## src/hdl/rme_pkg.sv

```systemverilog
// Package with the shared constants and types of the RSA modular exponentiation block.
package rme_pkg;
    localparam int MOD_BITS   = 16;
    localparam int EXP_BITS   = 16;
    localparam int PLAIN_BITS = 8;
    localparam int CIPHER_BITS = 16;
    localparam int CFG_BITS   = 16;
    localparam int ADDR_BITS  = 3;
    localparam int DATA_BITS  = 32;
    localparam int MUL_COUNT  = 2 * EXP_BITS;
    localparam int STEP_COUNT = MUL_COUNT * MOD_BITS;
    localparam logic [CFG_BITS-1:0] EXP_RESET = 16'd3;
    localparam logic [CFG_BITS-1:0] MOD_RESET = 16'd10201;

    typedef enum logic
    {
        REG_EXPONENT = 1'b0,
        REG_MODULUS  = 1'b1
    } reg_index_t;

    typedef struct packed
    {
        logic [MOD_BITS-1:0] base;
        logic [MOD_BITS-1:0] x;
        logic [MOD_BITS-1:0] y;
        logic [MOD_BITS-1:0] r;
    } step_t;

    typedef struct packed
    {
        logic [MOD_BITS-1:0]   rem;
        logic [PLAIN_BITS-1:0] bits;
    } red_t;
endpackage

```

## src/hdl/rme_reduce.sv

```systemverilog
// Pipelined restoring reduction of the plaintext byte modulo the modulus, one bit per stage.
module rme_reduce
    import rme_pkg::*;
(
    input  logic                  clk,
    input  logic                  rst_n,
    input  logic                  en,
    input  logic                  in_v,
    input  logic [PLAIN_BITS-1:0] in_byte,
    input  logic [MOD_BITS-1:0]   mod_eff,
    output logic                  out_v,
    output logic [MOD_BITS-1:0]   out_rem
);
    logic [PLAIN_BITS-1:0] v_reg;
    red_t                  d_reg [PLAIN_BITS];

    for (genvar k = 0; k < PLAIN_BITS; k++)
    begin : g_stage
        logic              pv;
        red_t              pd;
        red_t              nd;
        logic [MOD_BITS:0] t;

        if (k == 0)
        begin : g_first
            assign pv = in_v;
            assign pd = '{rem: '0, bits: in_byte};
        end
        else
        begin : g_next
            assign pv = v_reg[k-1];
            assign pd = d_reg[k-1];
        end

        always_comb
        begin
            t = {pd.rem, pd.bits[PLAIN_BITS-1]};
            if (t >= {1'b0, mod_eff})
            begin
                t = t - {1'b0, mod_eff};
            end
            nd.rem  = t[MOD_BITS-1:0];
            nd.bits = {pd.bits[PLAIN_BITS-2:0], 1'b0};
        end

        always_ff @(posedge clk or negedge rst_n)
        begin
            if (!rst_n)
            begin
                v_reg[k] <= 1'b0;
            end
            else if (en)
            begin
                v_reg[k] <= pv;
            end
        end

        always_ff @(posedge clk)
        begin
            if (en)
            begin
                d_reg[k] <= nd;
            end
        end
    end

    assign out_v   = v_reg[PLAIN_BITS-1];
    assign out_rem = d_reg[PLAIN_BITS-1].rem;
endmodule

```

## config.mk

```make
export PLATFORM = sky130hd
export DESIGN_NAME = rme_reduce
export DESIGN_NICKNAME = d
export VERILOG_FILES = /design/src/hdl/rme_pkg.sv /design/src/hdl/rme_reduce.sv
export SDC_FILE = /design/constraint.sdc
export NUM_CORES = 1
export LEC_CHECK = 0
export BUFFER_PORTS_ARGS = -buffer_cell sky130_fd_sc_hd__buf_2
export CORE_MARGIN = 1
export CORE_UTILIZATION = 65
export DETAILED_ROUTE_END_ITERATION = 7
export PLACE_DENSITY_LB_ADDON = 0.1
export SYNTH_ARGS = -nofsm -noshare
export SYNTH_HDL_FRONTEND = slang
export SYNTH_SLANG_ARGS = --single-unit
```

## constraint.sdc

```tcl
create_clock -name clk -period 8.45 [get_ports clk]
set_input_delay 1.69 -clock clk [delete_from_list [all_inputs] [get_ports clk]]
set_output_delay 1.69 -clock clk [all_outputs]
set_load 0.01 [all_outputs]
```

== Word level (Yosys, flattened, before mapping) ==
Memory sizes are Yosys's and may differ from the RTL's.
Index checks and enable logic that the tools add are counted.

* Bits in writable memories: 184
* Bits in registers: 8
* Bits in read-only memories: 0
* Memories kept: 1
* Bits in latches: 0
* Input bits: 28
* Logic and storage cells: 35

* Bitwise operators: 0
* $add $sub $neg: 8
* Multipliers: 0
* Divide/modulo/power cells: 0
* Equality and inequality tests: 0
* Reductions and logical operators: 0
* Shift-type cells: 0
* Muxes and demuxes: 10
* Order comparisons: 8

{| class="wikitable"
|+ Memories
! memory !! depth !! width !! read ports !! clocked after Yosys merged registers in !! wr ports !! line !! RTL
|-
| d_reg || 8 || 23 || 8 || 0 || 8 || rme_reduce.sv:15 || <nowiki>red_t d_reg [PLAIN_BITS];</nowiki>
|}

{| class="wikitable"
|+ Operator list
! operator !! count
|-
| $mux 16 || 8
|-
| $ge 17x16->1 || 7
|-
| $sub 16x16->16 || 7
|-
| $ge 1x16->1 || 1
|-
| $sub 1x16->16 || 1
|-
| $mux 1 || 2
|}

== Depth between registers and ports, before layout ==
Gate-level depths: netlist of the first run.
An unclocked memory read counts as a cell.

* Word-level depth: 3
* Gate-level depth with buffers: 12

== Least setup slack after synthesis of the first run ==
OpenSTA, ideal clock, no wires.

* Path kind: input port to flip-flop
* Start: in mod_eff[1]
* End: mem d_reg[1][63] in the netlist's numbering, data pin
* Setup slack: 3736 ps
* Arrival: 4455 ps
* Required time: 8190 ps
* Setup time: 260 ps
* Stages on the path: 9
* Path through: clkinv_1 -> fa_1 -> a21o_1 -> a21o_1 -> a2111oi_4 -> o21bai_2 -> and4b_1 -> a311o_1 -> mux2_2

{| class="wikitable"
|+ RTL lines
! what !! line !! RTL
|-
| start: declaration || rme_reduce.sv:10 || <nowiki>input logic [MOD_BITS-1:0] mod_eff,</nowiki>
|-
| end: declaration || rme_reduce.sv:15 ||
|}

==> run metrics, run 1 <==
# Post-CTS Setup Buffers 0; Placed Cells incl. Taps approximately 1400; Final Hold Viols 0; combinational share of power roughly half; DP HPWL 19.6 mm; Die ar. 0.0189 sq mm; largest net degree at the start of global routing between 90 and 100; HP Class reg2reg; CP required 8.63 ns; switch share 39.0%; DR WL/cell between 15 and 20 um; vias post-DR roughly 8900; share of layout cells above drive strength 1 approximately 10%; fin area approximately 0.013 sq mm; CTS Sinks roughly 160; CTS root buffer clkbuf_16; CTS Buffer Depth 2; IO buf count between 40 and 50; synthesized area per cell ~11 sq um; power per cell area ~330 mW/mm^2; Final Util between 70 and 80%; Syn Nets 1281; relative slew slack a little under a quarter; Synth warnings 0; GP Congestion about 0.95; drt total wl ~28 mm; Starting Density around 66%; Max-Cap Viols 0; final antenna-violating net count 0; Setup-failing EPs final 0; unrepaired setup endpoints after global routing no; top-count cell post-synth edfxtp_1; most common library cells after synthesis 156 x edfxtp_1, 114 x ha_1, 98 x a21oi_1; CP arrival approximately 4.8 ns; Synth Flop Type edfxtp_1; Seq pwr share around 33%; setup TNS 0 ns; Async S/R FF share, synth 4.88%; clk slew on worst S/H paths approximately 0.070 ns; Tmin final about 4.6 ns; first-pass GRT wire length about 43 mm; final clock skew about 0.012 ns; CTS buffer count 17; ant diodes 0; max FFs per register ~160; FP Rows 49; area leader, netlist edfxtp_1; max-slew violations 0; 1st-pass router iterations 5; Yosys reg bits ~160; # resized after CTS 0; Slew @ Worst Pin 1.14 ns; grt total ovfl 0; CP Capture Type register; worst-path fanout max 29; Remaining DRCs 0; Int Pwr ~2.6 mW; Synth Instances roughly 1100; WS Path Type in2reg; CTS tree yes; Clock Latency Late Sink 0.44 ns; initial antenna violation count 0; Finished Layout Cells around 1400; core area 0.0180 sq mm; Total GRT Usage a little under a third; Synth cell types roughly 70; Area after DPL roughly 0.012 sq mm; DP Worst Slack 3.49 ns; share of the synthesized area in the top cell type about 39%; io pins 45; area delta synth->final 7.27%; top post-synthesis cells by area edfxtp_1 39%, ha_1 12%, mux2_1 4.9%; Final period util a little over half; vias in the first global route between 8000 and 9000; drt initial violations 679; Max Freq about 220 MHz; P_sw 1.64 mW; mapped cell area ~0.012 sq mm; Pleak 5.17 nW; status finished clean; Die Wd 138 um; H-tree levels 4; Setup WS post-layout 3.82 ns; Clock power frac between 10% and 20%; CP Launch Type input port; Post-synth EDFFs between 150 and 200; die span in y between 100 and 150 um; vias per inst roughly 6.4; sequential share of the synthesized area between 40% and 50%; Peak VDD IR roughly 0.00025 V; nets 1302; CTS hold repair buffers 0
-- cell type report --
class                           instances  area (sq um)
Fill cell                            1334          5200
Tap cell                              229           287
Inverter                               57           214
Clock buffer                           17           425
Sequential cell                       164          4880
Timing Repair Buffer                   48           256
Clock inverter                         15           179
Multi-Input combinational cell        865          6580
-- cells in the final DEF (no fill, tap or decap), drive strengths merged, types with 17 or more instances in the layout --
cell type,Yosys,final
a21o,43,43
a21oi,100,100
buf,31,48
clkbuf,15,17
edfxtp,156,156
ha,114,114
inv,56,65
mux2,72,72
nand2,77,77
nand3,18,18
nand4,17,17
nor2,60,60
o21ai,83,83
xnor2,45,45
xor2,36,36
-- power groups by stage --
stage / clock network (mW) / logic, mW / registers (mW)
after floorplan: 0 / 1.67 / 1.34
after global placement: 0 / 1.96 / 1.41
after detailed placement: 0 / 1.99 / 1.41
after CTS: 0.792 / 2.01 / 1.40
after global routing: 0.820 / 2.25 / 1.42
final: 0.781 / 2.04 / 1.40
-- critical path: stages --
cell and delay [ns]:
buf_2 0.11, inv_1 0.34, ha_1 0.35, o211ai_1 0.21
a21oi_1 0.10, or3_1 0.40, a21oi_1 0.30, o31a_1 0.88
mux2_1 0.41
-- per-layer routing --
metal	track usage, %	wire length (um)
met1	39.3	12100
met2	49.6	13000
met3	5.70	1630
met4	14.5	1020
met5	0	0
-- path summary, 6_finish.rpt --
| path | end | slack (ns) | cells after the start | from |
|---|---|---|---|---|
| setup / recovery | d_reg[0][86] | 3.82 | 9 | mod_eff[4] |
| hold / removal | d_reg[1][4] | 0.42 | 0 | d_reg[0][72] |
| setup reg to reg | d_reg[0][86] | 5.12 | 7 | d_reg[0][55] |
| hold reg to reg | d_reg[1][4] | 0.42 | 0 | d_reg[0][72] |
| max in group asynchronous | g_stage[7].pv | 7.21 | 1 | rst_n |
| min in group asynchronous | g_stage[1].pv | 1.07 | 1 | rst_n |
-- cell families (layout without fill, tap and decap cells) --
group | Yosys count | after routing | synth area share [%]
buffers and inverters | 103 | 137 | 4.14
AOI/OAI and AO/OA | 345 | 345 | 18.7
muxes | 81 | 81 | 7.82
xor gates and xnor gates | 81 | 81 | 5.93
adders and majority gates | 121 | 121 | 13.1
DFF | 164 | 164 | 40.9
and+or+nand+nor | 237 | 237 | 9.47
-- per-stage QoR --
step                      hold WS [ns]  power [mW]
after global placement           0.402        3.37
after CTS                        0.422        4.20
after detailed placement         0.405        3.41
after floorplan                  0.400        3.01
after global routing             0.425        4.49
final                            0.422        4.22
Note: power is estimated with default switching activity, not from simulation.
==> inputs of run 2 (changes only) <==
ABC_AREA = 1   (was unset)
CORE_UTILIZATION = 58   (was 65)
clock period = 4.2 ns   (was 8.45 ns; I/O delays follow)
==> run 2 against run 1 <==
Against the previous run: clock power grew 100%; largest power group unchanged; die area grew 32%; critical path type unchanged; setup slack lost 2.5 ns; hold slack lost 0.20 ns.
==> run metrics, run 2 <==
FP Rows 56 (+14%); Final Hold Viols 0 (unchanged); switch share 44.3% (+5.3 points); CP Launch Type input port; Clock power frac 18.5% (about the same); mapped cell area 0.0141 sq mm (+18%); worst hold margin 0.224 ns (-0.198 ns); Setup WS post-layout 1.28 ns (-2.54 ns); max FFs per register 156 (unchanged); FF-to-FF path depth 11 (+4); io pins 45 (unchanged); max-slew violations 0 (unchanged); Post-synth EDFFs 156 (unchanged); unrepaired setup endpoints after global routing no; most frequent standard cell in the layout excluding fill and tap cells nand2_1; drt total wl 38.0 mm (+37%); most common library cells after synthesis 825 x nand2_1, 313 x inv_1, 156 x edfxtp_1; vias in the first global route 11500 (+39%); Async S/R FF share, synth 4.88% (unchanged); Synth cell types 33 (-54%); Multi-input gate area 0.00772 sq mm (+17%); CTS hold repair buffers 0 (unchanged); DR WL met3 2.46 mm (+51%); status finished clean; Die ar. 0.0250 sq mm (+32%); CTS Sinks 164 (unchanged); P_sw 3.78 mW (+130%); Int Pwr 4.76 mW (+85%); final antenna-violating net count 0 (unchanged); Max Freq 342 MHz; Seq pwr share 31.8% (-1.3 points); CTS buffer count 17 (unchanged); core area 0.0237 sq mm (+31%); Synth Flop Type edfxtp_1; largest net degree at the start of global routing 77 (-15%); HP Class in2async; Post-Route M1 WL 16.7 mm (+37%); # Post-CTS Setup Buffers 0 (unchanged); Final period util a little over two thirds; Peak VDD IR 0.000258 V (+3.6%); CTS tree yes; R2R Path Start d_reg[0][20]; sequential share of the synthesized area 34.6% (-6.3 points); worst-path fanout max 18 (-38%); combinational share of power 49.7% (+1.4 points); CP arrival 3.09 ns (-1.72 ns); Starting Density 59.6% (-6.7 points); vias per inst 5.30 (-17%); setup TNS 0 ns (unchanged); IO buf count 44 (unchanged); synthesized area per cell 7.03 sq um (-33%); Worst Setup SP mod_eff[1]; register area 0.00488 sq mm (unchanged); Worst path most repeated cell nand2_1; # resized after CTS 0 (unchanged); ant diodes 0 (unchanged); Synth warnings 0 (unchanged); Die Wd 158 um (+15%); Slew @ Worst Pin 0.879 ns (-0.262 ns); Setup-failing EPs final 0 (unchanged); DP HPWL 28.7 mm (+47%); final clock skew 0.0164 ns (+0.00417 ns); Total GRT Usage 31.4% (+0.90 points); clk slew on worst S/H paths 0.07 ns (about the same); CTS Buffer Depth 2 (unchanged); Placed Cells incl. Taps 2338 (+72%); Pleak 8.08 nW (+56%); initial antenna violation count 0 (unchanged); met2 wire len 18.0 mm (+38%); WS Path Type in2reg; CP Capture Type register; critical path's largest stage delay 0.54 ns (-0.34 ns); power per cell area 566 mW/mm^2 (+72%); DP Worst Slack 0.841 ns (-2.65 ns); CP required 4.37 ns (-4.26 ns); critical path's slowest cell inv_1; CP Cell Sequence buf_2 > inv_1 > buf_4 > ha_1 > nand2_1 > nand2_1 > nand2_1 > nand2_1 > nand2_1 > nand3_1 > nand2_1 > nand2_4 > inv_4 > nand2_1 > nand2_1; 1st-pass router iterations 5 (unchanged); Remaining DRCs 0 (unchanged); Synth Instances 2008 (+77%); area leader, netlist edfxtp_1; top-count cell post-synth nand2_1; Max-Cap Viols 0 (unchanged); nets 2187 (+68%); worst r2r dst d_reg[0][38]; Bufs and invs on worst path 4 (+2); Finished Layout Cells 2370 (+70%); share of layout cells above drive strength 1 7.85% (-2.2 points); area delta synth->final 6.89%; R2R setup slack 1.88 ns (-3.24 ns); Syn Nets 2157 (+68%); Yosys reg bits 164 (unchanged); first-pass GRT wire length 59.1 mm (+37%); Clock Latency Late Sink 0.44 ns (about the same); top post-synthesis cells by area edfxtp_1 33%, nand2_1 22%, ha_1 10%; GP Congestion 0.944 (-0.23%); grt total ovfl 0 (unchanged); highest-count cells in the layout ignoring fill and taps 825 x nand2_1, 313 x inv_1, 156 x edfxtp_1, 136 x nand3_1, 114 x ha_1; uppermost layer routed met4; H-tree levels 4 (unchanged); drt initial violations 1108 (+63%); Final Util 63.7% (-7.4 points); vias post-DR 12600 (+41%); relative slew slack 41.2% (+17 points); CTS root buffer clkbuf_16; share of the synthesized area in the top cell type 33.2% (-6.0 points); Fill cells 2177 (+63%); DR WL/cell 16.1 um (-19%); Tmin final about 2.9 ns; die span in y 158 um (+15%); CP delay by family, top buffers and inverters
## run 2: cell types whose count changed after synthesis, moves of 26 or more
cell     before  now
nand2_1      77  825
a21o_1       43    0
o21ai_1      26    0
nor2_1       60  108
o21ai_0      57   14
mux2_1       52    0
nand3_1      18  136
inv_1        56  313
a21oi_1      98   70
xnor2_1      45    7
## run 2: how the worst max path moves through the flow
stage,endpoint,slack [ns],depth (start not counted)
4_1_cts,d_reg[1][37],1.30,13
5_1_grt,d_reg[1][32],1.09,15
6_report,d_reg[1][37],1.28,15
3_3_place_gp,d_reg[1][39],0.88,13
2_1_floorplan,d_reg[0][84],1.57,11
3_5_place_dp,d_reg[1][41],0.84,13
## run 2: cells by family (layout without fill, tap and decap cells)
| family | Yosys count | after routing | share of synthesized area, % |
|---|---|---|---|
| AND/OR/NAND/NOR | 1234 | 1234 | 37.8 |
| buffers and inverters | 360 | 403 | 10.7 |
| flip-flops | 164 | 164 | 34.6 |
| adder cells (fa/ha/maj) | 121 | 121 | 11.1 |
| AO/OA/AOI/OAI | 84 | 84 | 2.98 |
| XOR/XNOR | 45 | 45 | 2.79 |
## run 2: area by class of cell
| type | count | share of cell area (%) |
|---|---|---|
| timing repair buffer | 48 | 1.78 |
| sequential | 164 | 32.4 |
| clock inverter | 10 | 0.531 |
| multi-input combinational | 1484 | 51.2 |
| inverter | 323 | 8.07 |
| clock buffer | 22 | 3.42 |
| tap | 319 | 2.64 |
## run 2: power by group through the flow
stage	logic (mW)	clock network, mW	registers, mW
2_1_floorplan	3.35	0	2.58
3_3_place_gp	4.09	0	2.75
3_5_place_dp	4.15	0	2.74
4_1_cts	4.19	1.60	2.72
5_1_grt	4.80	1.68	2.75
6_report	4.24	1.58	2.72
## run 2: stage by stage
step	cell area, sq um	total power, mW
finish	15100	8.55
global route	15100	9.23
CTS	15100	8.50
detailed placement	14500	6.90
global placement	14500	6.85
floorplan	14100	5.94
## run 2: layer usage
metal	up-vias	global-route usage [%]
li1	6397	-
met1	5681	41.2
met2	421	53.3
met3	56	4.57
met4	0	9.84
met5	-	0
